[config.mk]
export PLATFORM = sky130hd
export DESIGN_NAME = gfmac_fifo
export DESIGN_NICKNAME = d
export VERILOG_FILES = /design/src/gfmac_fifo.sv
export VERILOG_INCLUDE_DIRS = /design/src /design/src/src
export SDC_FILE = /design/constraint.sdc
export NUM_CORES = 1
export LEC_CHECK = 0
export BUFFER_PORTS_ARGS = -buffer_cell sky130_fd_sc_hd__clkbuf_2
export CAP_MARGIN = 20
export CORE_MARGIN = 5
export CORE_UTILIZATION = 35
export CTS_CLUSTER_SIZE = 10
export DETAILED_ROUTE_END_ITERATION = 16
export MAX_ROUTING_LAYER = met4
export PLACE_DENSITY = 0.61
export SETUP_SLACK_MARGIN = 0.05
export SLEW_MARGIN = 20
export SYNTH_ARGS = -nofsm -noshare
export SYNTH_HDL_FRONTEND = slang
export SYNTH_SLANG_ARGS = --single-unit
[constraint.sdc]
create_clock -name clk -period 1.5 [get_ports clk]
set_input_delay 0.3 -clock clk [delete_from_list [all_inputs] [get_ports clk]]
set_output_delay 0.3 -clock clk [all_outputs]
set_load 0.05 [all_outputs]
[src/assert_macros.svh]
// Assertion helpers shared by the RTL of the GF(2^128) accumulate block.
// Each macro places one labeled concurrent assertion that is disabled in reset.
`ifndef ASSERT_MACROS_SVH
`define ASSERT_MACROS_SVH

// The consequent must hold in the same cycle as the antecedent.
`define CHECK_SAME(label, clk, rst, cond, expr, msg) \
  label: assert property (@(posedge clk) disable iff (rst) (cond) |-> (expr)) \
    else $error(msg);

// The consequent must hold in the cycle after the antecedent.
`define CHECK_NEXT(label, clk, rst, cond, expr, msg) \
  label: assert property (@(posedge clk) disable iff (rst) (cond) |=> (expr)) \
    else $error(msg);

`endif

[src/gfmac_fifo.sv]
// ----------------------------------------------------------------------------
// gfmac_fifo
// Small first-in first-out queue built from registers.
// ----------------------------------------------------------------------------
`timescale 1ns / 1ps
`default_nettype none
`include "assert_macros.svh"

module gfmac_fifo #(
  parameter int WIDTH = 8,
  parameter int DEPTH = 2
) (
  input  logic             clk,
  input  logic             rst,
  input  logic             push,
  input  logic [WIDTH-1:0] din,
  output logic             full,
  input  logic             pop,
  output logic [WIDTH-1:0] dout,
  output logic             empty
);

  localparam int AW = (DEPTH > 1) ? $clog2(DEPTH) : 1;
  localparam int CW = $clog2(DEPTH + 1);

  logic [WIDTH-1:0] mem [DEPTH];
  logic [AW-1:0]    wr_ptr;
  logic [AW-1:0]    rd_ptr;
  logic [CW-1:0]    count;
  logic             do_push;
  logic             do_pop;

  assign full    = (count == CW'(DEPTH));
  assign empty   = (count == '0);
  assign do_push = push && !full;
  assign do_pop  = pop && !empty;
  assign dout    = mem[rd_ptr];

  always_ff @(posedge clk) begin
    if (rst) begin
      wr_ptr <= '0;
      rd_ptr <= '0;
      count  <= '0;
    end else begin
      if (do_push) begin
        wr_ptr <= (wr_ptr == AW'(DEPTH - 1)) ? '0 : wr_ptr + 1'b1;
      end
      if (do_pop) begin
        rd_ptr <= (rd_ptr == AW'(DEPTH - 1)) ? '0 : rd_ptr + 1'b1;
      end
      if (do_push && !do_pop) begin
        count <= count + 1'b1;
      end else if (do_pop && !do_push) begin
        count <= count - 1'b1;
      end
    end
  end

  always_ff @(posedge clk) begin
    if (do_push) begin
      mem[wr_ptr] <= din;
    end
  end

  `CHECK_NEXT(fifo_fill, clk, rst, do_push && !do_pop, count == $past(count) + 1'b1, "fifo count did not grow on push")
  `CHECK_NEXT(fifo_drain, clk, rst, do_pop && !do_push, count == $past(count) - 1'b1, "fifo count did not shrink on pop")

endmodule

`default_nettype wire

==> qor.log <==
qor: outcome.outcome complete, but fails checks
qor: outcome.failing_checks negative setup slack
qor: clock_network.cts.sinks 21
qor: final_layout.non_filler_cells_final 106
qor: clock_network.clkSlewWorstSetupHoldPaths 110 ps
qor: yosys.ys_top_cells_by_area sky130_fd_sc_hd__edfxtp_1, sky130_fd_sc_hd__dfxtp_1, sky130_fd_sc_hd__mux2_2, sky130_fd_sc_hd__xor2_1, sky130_fd_sc_hd__nor2_1
qor: floorplan.die_area 0.00332 mm2
qor: yosys.synth_top_area_share 0.606
qor: timing.fmaxAchievable 0.640 GHz
qor: floorplan.initial_cell_density_of_the_core 0.362
qor: yosys.synth_top_family_by_area multiplexers
qor: route.route.vias.total 466
qor: hold_path.worst_hold_path_type in2reg
qor: timing.final_critical_path_setup_slack -62.9 ps
qor: setup_path.crit-reg2reg-launch count[0]
qor: floorplan.placement_rows 17
qor: clock_network.clockBufferDepth 2
qor: yosys.synthMuxAreaShare 0.114
qor: route.detail_route.iter0.violations 9
qor: setup_path.worstSetupStartpointType flip-flop
qor: floorplan.io_pins 22
qor: setup_path.regToRegEndpoint count[1]
qor: setup_path.end_kind output port
qor: yosys.synth_seq_cells 21
qor: setup_path.crit_type reg2out
qor: yosys.synth.yosys.seq_area_share 0.732
qor: place.dp.final_hpwl 936 um
qor: timing.clock_skew 5.14 ps
qor: power_and_ir_drop.leakagePower 0.470 nW
qor: route.routed_via_density 4.40
qor: final_layout.multi_input_comb_area 240 um2
qor: clock_network.cts-htree-levels 1
qor: yosys.synth_instances 50
qor: clock_network.clock_tree_from_tritoncts yes
qor: setup_path.timing.critical_path.arrival 1260 ps
qor: route.drc_errors 0
qor: yosys.ys.warnings.count 0
qor: timing.slew_viol_final 0
qor: timing.rel_slew_slack 0.754
qor: hold_path.hold_path_depth 1
qor: floorplan.core_area 0.00219 mm2
qor: yosys.post_synth_instance_area 793 um2
qor: final_layout.final_cell_mix sky130_fd_sc_hd__edfxtp_1, sky130_fd_sc_hd__clkbuf_2, sky130_fd_sc_hd__mux2_4
qor: timing.hold_viol 0
qor: route.route.antenna.remaining_nets 0
qor: yosys.synth-simple-area-share 0.0584
qor: clock_network.clockRootBuffer sky130_fd_sc_hd__clkbuf_4
qor: power_and_ir_drop.vdd_drop_max 1.16 mV
qor: setup_path.required 1200 ps
qor: timing.setup_viol 8
qor: yosys.synth_compound_gate_area_share 0.0315
qor: final_layout.finish.instance_area 0.00115 mm2
qor: floorplan.die_height 57.6 um
qor: clock_network.total_cts_buffers 3
qor: timing.min_period 1560 ps
qor: global_routing.grt_overflow_total 0
qor: place.place.port_buffers 21
qor: final_layout.layout-area-overhead-vs-synth 44.8%
qor: global_routing.grt.total_usage 0.0894
qor: route.routedWlPerCell 12.0 um
qor: setup_path.path_max_fanout 8
qor: yosys.yosys.area_share.xor_xnor 0.0331
qor: global_routing.grt_pass1_vias 508
qor: route.drt_wl_total 1270 um
qor: yosys.post_synth_adder_cell_area 0.0158
qor: final_layout.nets 92
qor: global_routing.grt_start_max_net_pins 12
qor: job.drv_cap 0
qor: timing.max_slew.worst_pin.slew 369 ps
qor: yosys.mappedNetlistNets 63
qor: final_layout.antenna_diode_instance_count 0
qor: final_layout.storage_cell_area 587 um2
qor: place.gp_routability_congestion 0.726
qor: final_layout.filler_cells 188
qor: final_layout.commonest_non_fill_non_tap_cell_in_the_layout sky130_fd_sc_hd__edfxtp_1
qor: setup_path.reg2reg_setup_slack 10 ps
qor: yosys.synth.largest_area_cell sky130_fd_sc_hd__edfxtp_1
qor: setup_path.timing.reg2reg.worst_path_depth 4
qor: power_and_ir_drop.power-per-cell-area 1950 mW/mm2
qor: route.detailedRoute.firstPassIterationCount 3
qor: global_routing.grt_first_pass_wirelength 2140 um
qor: clock_network.insertion_delay_of_the_later_clocked_pin_in_the_worst_skew_pair 290 ps
qor: floorplan.fp.dieW 57.6 um
qor: final_layout.share_of_layout_cells_above_drive_strength_1 0.551
qor: place.place.detailed.instances 100
qor: timing.post-route-period-util 1.04
qor: timing.rsz0062_at_grt yes
qor: place.placed_area 963 um2
qor: hold_path.timing.hold.worst.start din[7]
qor: hold_path.hold_end mem[1][7]
qor: yosys.post_synth.cell_area_avg 15.9 um2
qor: yosys.yosysUniqueCellTypes 13
qor: global_routing.antenna_found_initial 0
qor: timing.finalSetupTns -341 ps
sequential cells by signal, indices dropped and copies added (netlist names), named ones only:
signal,cells
count,2
wr_ptr,1
rd_ptr,1
mem,16
worst max-delay path by stage:
| stage | startpoint | end | slack (ps) | depth (start not counted) |
|---|---|---|---|---|
| after detailed placement | count[1] | count[1] | 20 | 5 |
| after CTS | flip-flop | dout[6] | -80 | 3 |
| final | flip-flop | dout[6] | -60 | 3 |
| after global routing | flip-flop | dout[6] | -130 | 3 |
| after global placement | count[0] | count[1] | 50 | 4 |
| after floorplan | count[1] | count[1] | -120 | 5 |
report_power, final:
part / switching [mW] / internal (mW) / total (mW)
sequential: 0.0590 / 0.754 / 0.813
combinational: 0.621 / 0.548 / 1.17
clock: 0.153 / 0.103 / 0.257
total: 0.834 / 1.41 / 2.24
synth_stat cells (all sizes together):
| cell | n |
|---|---|
| ha | 1 |
| or3 | 2 |
| dfxtp | 5 |
| nor2 | 5 |
| xor2 | 3 |
| nor2b | 1 |
| mux2 | 8 |
| a21oi | 2 |
| buf | 1 |
| o21ai | 3 |
| inv | 2 |
| and2 | 1 |
| edfxtp | 16 |
kinds of logic (layout without fill, tap and decap cells):
group                    count (synthesis)  count (layout)
AO/OA/AOI/OAI                            5               5
XOR/XNOR                                 3               3
adder cells (fa/ha/maj)                  1               1
buffers and inverters                    3              31
flip-flops                              21              21
multiplexers                             8               8
AND/OR/NAND/NOR                          9               9
per-stage QoR:
step / total power [mW] / util / setup slack, ps / hold slack, ps
after CTS: 2.21 / 0.517 / -84.0 / 178
after floorplan: 1.46 / - / -123 / 362
after global placement: 1.66 / 0.440 / 52.2 / 475
after detailed placement: 1.68 / 0.440 / 17.8 / 481
final: 2.24 / 0.524 / -62.9 / 188
after global routing: 2.36 / 0.524 / -129 / 169
critical path: stages, from the launching register on:
cell                        delay [ps]
sky130_fd_sc_hd__dfxtp_2           350
sky130_fd_sc_hd__buf_12            130
sky130_fd_sc_hd__mux2_4            310
sky130_fd_sc_hd__clkbuf_16         170
metal layers:
metal | GRT usage | up-vias | share of wire
met1 | 0.101 | 208 | 0.45
li1 | - | 241 | -
met4 | 0.0497 | 0 | 0.0063
met3 | 0.0226 | 2 | 0.061
met2 | 0.144 | 15 | 0.49
met5 | - | - | 0
repair_timing:
action	CTS	global route
endpoints found under the setup margin	9	19
resized for setup	30	12
pin swaps	1	2
buffers inserted	2	0
hold buffers	0	0
area by class of cell:
type,count,area share
flip-flops and latches,21,0.511
repair buffers,25,0.220
multi-input cells,26,0.209
well taps,28,0.0305
clock buffers,4,0.0229
inverters,2,0.00654
(Power assumes the default switching activity.)
