### src/assert_macros.svh
// Assertion helpers shared by the RTL of the GF(2^128) accumulate block.
// Each macro places one labeled concurrent assertion that is disabled in reset.
`ifndef ASSERT_MACROS_SVH
`define ASSERT_MACROS_SVH

// The consequent must hold in the same cycle as the antecedent.
`define CHECK_SAME(label, clk, rst, cond, expr, msg) \
  label: assert property (@(posedge clk) disable iff (rst) (cond) |-> (expr)) \
    else $error(msg);

// The consequent must hold in the cycle after the antecedent.
`define CHECK_NEXT(label, clk, rst, cond, expr, msg) \
  label: assert property (@(posedge clk) disable iff (rst) (cond) |=> (expr)) \
    else $error(msg);

`endif

### src/gfmac_pkg.sv
// ----------------------------------------------------------------------------
// gfmac_pkg
// Types, constants and field arithmetic helpers for the GF(2^128) accumulate
// block.
// ----------------------------------------------------------------------------
`timescale 1ns / 1ps
`default_nettype none

package gfmac_pkg;

  localparam int BLOCK_W     = 128;
  localparam int HALF_W      = 64;
  localparam int DIGIT_W     = 32;
  localparam int NUM_DIGITS  = BLOCK_W / DIGIT_W;
  localparam int BLOCK_BYTES = BLOCK_W / 8;
  localparam int LEN_SHIFT   = 3;

  // x^128 = x^7 + x^2 + x + 1
  localparam logic [7:0] REDUCTION = 8'h87;

  localparam int QUEUE_DEPTH_DEF  = 2;
  localparam int RESULT_DEPTH_DEF = 2;

  localparam logic [1:0] OP_CLEAR  = 2'd0;
  localparam logic [1:0] OP_DATA   = 2'd1;
  localparam logic [1:0] OP_LENGTH = 2'd2;
  localparam logic [1:0] OP_RSVD   = 2'd3;

  typedef enum logic [1:0] {
    KIND_CLEAR,
    KIND_MUL,
    KIND_HOLD
  } kind_t;

  typedef struct packed {
    logic [1:0]        op;
    logic [HALF_W-1:0] a_hi;
    logic [HALF_W-1:0] a_lo;
    logic [4:0]        valid_bytes;
    logic [HALF_W-1:0] key_hi;
    logic [HALF_W-1:0] key_lo;
  } in_item_t;

  typedef struct packed {
    logic [HALF_W-1:0] product_hi;
    logic [HALF_W-1:0] product_lo;
    logic [HALF_W-1:0] sum_hi;
    logic [HALF_W-1:0] sum_lo;
  } out_item_t;

  // Classified work item handed from the front end to the multiplier.
  typedef struct packed {
    kind_t              kind;
    logic [BLOCK_W-1:0] a;
    logic [BLOCK_W-1:0] key;
  } work_t;

  // Fold a digit that overflowed past x^127 back into the field.
  function automatic logic [BLOCK_W-1:0] gf_fold(input logic [DIGIT_W-1:0] h);
    logic [BLOCK_W-1:0] r;
    r = '0;
    for (int b = 0; b < 8; b++) begin
      if (REDUCTION[b]) begin
        r = r ^ (BLOCK_W'(h) << b);
      end
    end
    return r;
  endfunction

  // a times one digit of the multiplier, reduced.
  function automatic logic [BLOCK_W-1:0] gf_mul_digit(input logic [BLOCK_W-1:0] a,
                                                      input logic [DIGIT_W-1:0] d);
    logic [BLOCK_W+DIGIT_W-1:0] full;
    full = '0;
    for (int j = 0; j < DIGIT_W; j++) begin
      if (d[j]) begin
        full = full ^ ((BLOCK_W + DIGIT_W)'(a) << j);
      end
    end
    return full[BLOCK_W-1:0] ^ gf_fold(full[BLOCK_W+DIGIT_W-1:BLOCK_W]);
  endfunction

  // a times x^DIGIT_W, reduced.
  function automatic logic [BLOCK_W-1:0] gf_shift_digit(input logic [BLOCK_W-1:0] a);
    return (a << DIGIT_W) ^ gf_fold(a[BLOCK_W-1 -: DIGIT_W]);
  endfunction

endpackage

`default_nettype wire

### src/gfmac_front.sv
// ----------------------------------------------------------------------------
// gfmac_front
// Decodes the operation of an incoming item and forms the 128-bit operand.
// ----------------------------------------------------------------------------
`timescale 1ns / 1ps
`default_nettype none

module gfmac_front (
  input  gfmac_pkg::in_item_t item,
  output gfmac_pkg::work_t    work
);

  import gfmac_pkg::*;

  logic [4:0]         nb;
  logic [BLOCK_W-1:0] keep;

  // Byte k of the block counts from the most significant end.
  always_comb begin
    nb   = (item.valid_bytes > 5'(BLOCK_BYTES)) ? 5'(BLOCK_BYTES) : item.valid_bytes;
    keep = '0;
    for (int k = 0; k < BLOCK_BYTES; k++) begin
      keep[BLOCK_W-1-8*k -: 8] = (5'(k) < nb) ? 8'hFF : 8'h00;
    end
  end

  always_comb begin
    work.key = {item.key_hi, item.key_lo};
    unique case (item.op)
      OP_CLEAR: begin
        work.kind = KIND_CLEAR;
        work.a    = '0;
      end
      OP_DATA: begin
        work.kind = KIND_MUL;
        work.a    = {item.a_hi, item.a_lo} & keep;
      end
      OP_LENGTH: begin
        // Byte counts become bit counts, each modulo 2^64.
        work.kind = KIND_MUL;
        work.a    = {item.a_hi << LEN_SHIFT, item.a_lo << LEN_SHIFT};
      end
      default: begin
        work.kind = KIND_HOLD;
        work.a    = '0;
      end
    endcase
  end

endmodule

`default_nettype wire

### config.mk
export PLATFORM = sky130hd
export DESIGN_NAME = gfmac_front
export DESIGN_NICKNAME = d
export VERILOG_FILES = /design/src/assert_macros.svh /design/src/gfmac_pkg.sv /design/src/gfmac_front.sv
export SDC_FILE = /design/constraint.sdc
export NUM_CORES = 1
export LEC_CHECK = 0
export BUFFER_PORTS_ARGS = -buffer_cell sky130_fd_sc_hd__buf_2
export CAP_MARGIN = 20
export CORE_AREA = 5 5 197 199
export DETAILED_ROUTE_END_ITERATION = 12
export DIE_AREA = 0 0 202 204
export GPL_ROUTABILITY_DRIVEN = 0
export PLACE_DENSITY = 0.3
export SLEW_MARGIN = 30
export SYNTH_ARGS = -nofsm -noshare
export SYNTH_HDL_FRONTEND = slang
export SYNTH_SLANG_ARGS = --single-unit
### constraint.sdc
create_clock -name vclk -period 1.9
set_clock_uncertainty 0.1 [all_clocks]
set_input_delay 0.19 -clock vclk [all_inputs]
set_output_delay 0.19 -clock vclk [all_outputs]
set_load 0.02 [all_outputs]
==> results.json <==
{
  "drtAntennaViolNets": 0,
  "drv_slew": 0,
  "yosysWarnings": 0,
  "postSynthCellCount": 370,
  "wl_met2_um": 9980,
  "cpMaxStageDelayCell": "a32o_1",
  "start_util_pct": 7.19,
  "holdCritPathClass": "input pin to primary output",
  "cap_viol_max_count": 0,
  "grt_max_degree": 31,
  "fp.coreArea_mm2": 0.0370,
  "hold_slack_ps": 280,
  "final.min_clock_period_ps": 1820,
  "numPortBuffers": 265,
  "flops_and_latches": 0,
  "finalSetupViolCount": 0,
  "min_to": "work[36]",
  "power.leakage_nw": 1.97,
  "cp_cell_sequence": "buf_2 > buf_4 > inv_1 > ha_4 > nor2b_4 > buf_6 > buf_12 > a32o_1 > buf_4",
  "critPathKind": "input pin to primary output",
  "syn_nets": 636,
  "total_power_mw": 1.11,
  "seqCellArea_um2": 0,
  "timing.critical_path.mode_cell": "buf_4",
  "die_y_um": 204,
  "p_sw_uw": 673,
  "die_area_mm2": 0.0412,
  "antenna_found_initial": 4,
  "avgSynthCellArea_um2": 7.20,
  "drc": 0,
  "wl_met1_um": 8020,
  "nClkBuffers": 0,
  "clock_power_share_pct": 0,
  "viasPerCell": 3.56,
  "fmax_mhz": 548,
  "crit_start": "item[261]",
  "met3WireLength_um": 1990,
  "final_nets": 778,
  "holdPathStages": 0,
  "rsz0062_at_grt": "false",
  "crit_path_start_kind": "input pin",
  "grt_usage_pct": 8.79,
  "seqPwrFrac_pct": 0,
  "cp.arrival_ps": 1530,
  "setup_slack_ps": 75.4,
  "pin_count": 521,
  "vias": 3507,
  "max_stage_delay_ps": 190,
  "drive_gt1_share_pct": 61.8,
  "hp-start": "item[36]",
  "internal_power_uw": 437,
  "dp_hpwl_um": 17500,
  "required_ps": 1610,
  "fp-row-count": 71,
  "area_delta_synth_final_pct": 48.1,
  "slew_headroom_pct": 71.2,
  "syn-cell-area_mm2": 0.00266,
  "grt-ovfl-total": 0,
  "cp-end-kind": "primary output",
  "wire_per_inst_um": 20.8,
  "detail_route.wirelength_um": 20500,
  "synth.distinct_cells": 32,
  "place_ws_ps": -154,
  "outcome": "complete, no violations",
  "power_frac_comb_pct": 100.0,
  "max-vdd-ir-drop_mv": 0.0500,
  "timing.final.crit_share_pct": 96.0,
  "drt-initial-drc-count": 162,
  "highest_layer": "met5",
  "first_pass_iters": 4,
  "die_x_um": 202,
  "yosysSeqAreaShare_pct": 0,
  "max_slew.worst_pin.slew_ps": 432,
  "first_global_vias": 3483,
  "grt_pass1_wl_um": 26400,
  "switching_share_pct": 60.6,
  "critPathMaxFanout": 15,
  "power_density_mw_per_mm2": 281,
  "hold_viol_final": 0
}
cells in the final DEF, fill, tap and decap left out, types with 2 or more instances in the layout:
cell and count:
buf_2 263, a22o_1 47, nor2_1 44, a32o_1 33, a22oi_1 26, buf_4 22, a32oi_1 16, buf_12 11
a21oi_2 6, and3_1 6, inv_1 4, nand2_1 4, diode_2 2, nor2b_1 2, nand4_1 2, ha_4 2
metrics by stage:
stage	utilization [%]	cells	setup TNS [ps]	area, um2
final	10.6	986	0	3940
after global routing	10.6	984	0	3940
after CTS	10.6	984	0	3910
after detailed placement	10.4	981	-3300	3850
after global placement	10.4	981	-2580	3850
after floorplan	-	370	0	2660
kinds of logic (layout without fill, tap and decap cells):
group           Yosys count  in the layout  share of synthesized area (%)
compound gates          138            138                           45.3
fa+ha+maj                 3              3                           1.41
buf+inv                 163            303                           42.4
other cells               0              2                              0
simple gates             66             66                           10.9
power by group through the flow:
stage	Combinational [mW]	Sequential [mW]	Clock, mW
6_report	1.11	0	0.000000105
5_1_grt	1.20	0	0
4_1_cts	1.13	0	0
3_5_place_dp	1.11	0	0
3_3_place_gp	1.11	0	0
2_1_floorplan	0.928	0	0
worst max-delay path by stage:
stage | endpoint | slack (ps) | cells after the start
floorplan | work[248] | 170 | 5
global placement | work[245] | -120 | 8
detailed placement | work[184] | -150 | 7
CTS | work[183] | 10 | 9
global route | work[203] | 2 | 9
finish | work[203] | 80 | 9
metal layers:
metal	track usage (%)	vias up
met5	0	-
met4	1.81	8
met3	3.35	62
met2	15.3	237
met1	10.3	1633
li1	-	1567
critical path: cells and delay by family:
family | cells | cell delay [ps]
buf+inv | 6 | 840
compound gates | 1 | 190
simple gates | 1 | 150
fa+ha+maj | 1 | 160
what timing repair did:
action / 4_1_cts / 5_1_grt
endpoints found under the setup margin: 67 / 51
cloned: 1 / 1
resized for setup: 5 / 7
hold endpoints to repair: 0 / 0
pin swaps: 0 / 1
setup buffers: 2 / 0
hold buffers: 0 / 0
cell usage after synthesis:
master / count / area [um2]
buf_4: 129 / 968
a22o_1: 47 / 412
nor2_1: 45 / 169
a32o_1: 33 / 330
a22oi_1: 26 / 195
a32oi_1: 16 / 140
buf_2: 14 / 70.1
clkbuf_1: 12 / 45.0
a21oi_2: 7 / 61.3
and3_1: 6 / 37.5
inv_1: 4 / 15.0
nand2_1: 4 / 15.0
ha_1: 3 / 37.5
nor2b_1: 3 / 18.8
buf_6: 2 / 22.5
nand4_1: 2 / 12.5
o21ai_1: 2 / 10.0
a211o_1: 1 / 8.76
a21o_1: 1 / 7.51
and2_1: 1 / 6.26
clkbuf_2: 1 / 5.00
clkinv_1: 1 / 3.75
nand2b_2: 1 / 8.76
nand3_1: 1 / 5.00
nor3_1: 1 / 5.00
nor4_1: 1 / 6.26
o211ai_1: 1 / 7.51
o21a_1: 1 / 7.51
o21ai_0: 1 / 5.00
o31a_1: 1 / 8.76
o41a_1: 1 / 11.3
or2_2: 1 / 6.26
area by class of cell:
cell class | count | area (um2)
antenna | 2 | 5.00
fill | 4358 | 33100
inverter | 5 | 18.8
multi-input combinational | 207 | 1590
tap | 474 | 593
timing repair buffer | 298 | 1740
No activity file was read; power rests on OpenSTA's default activity.
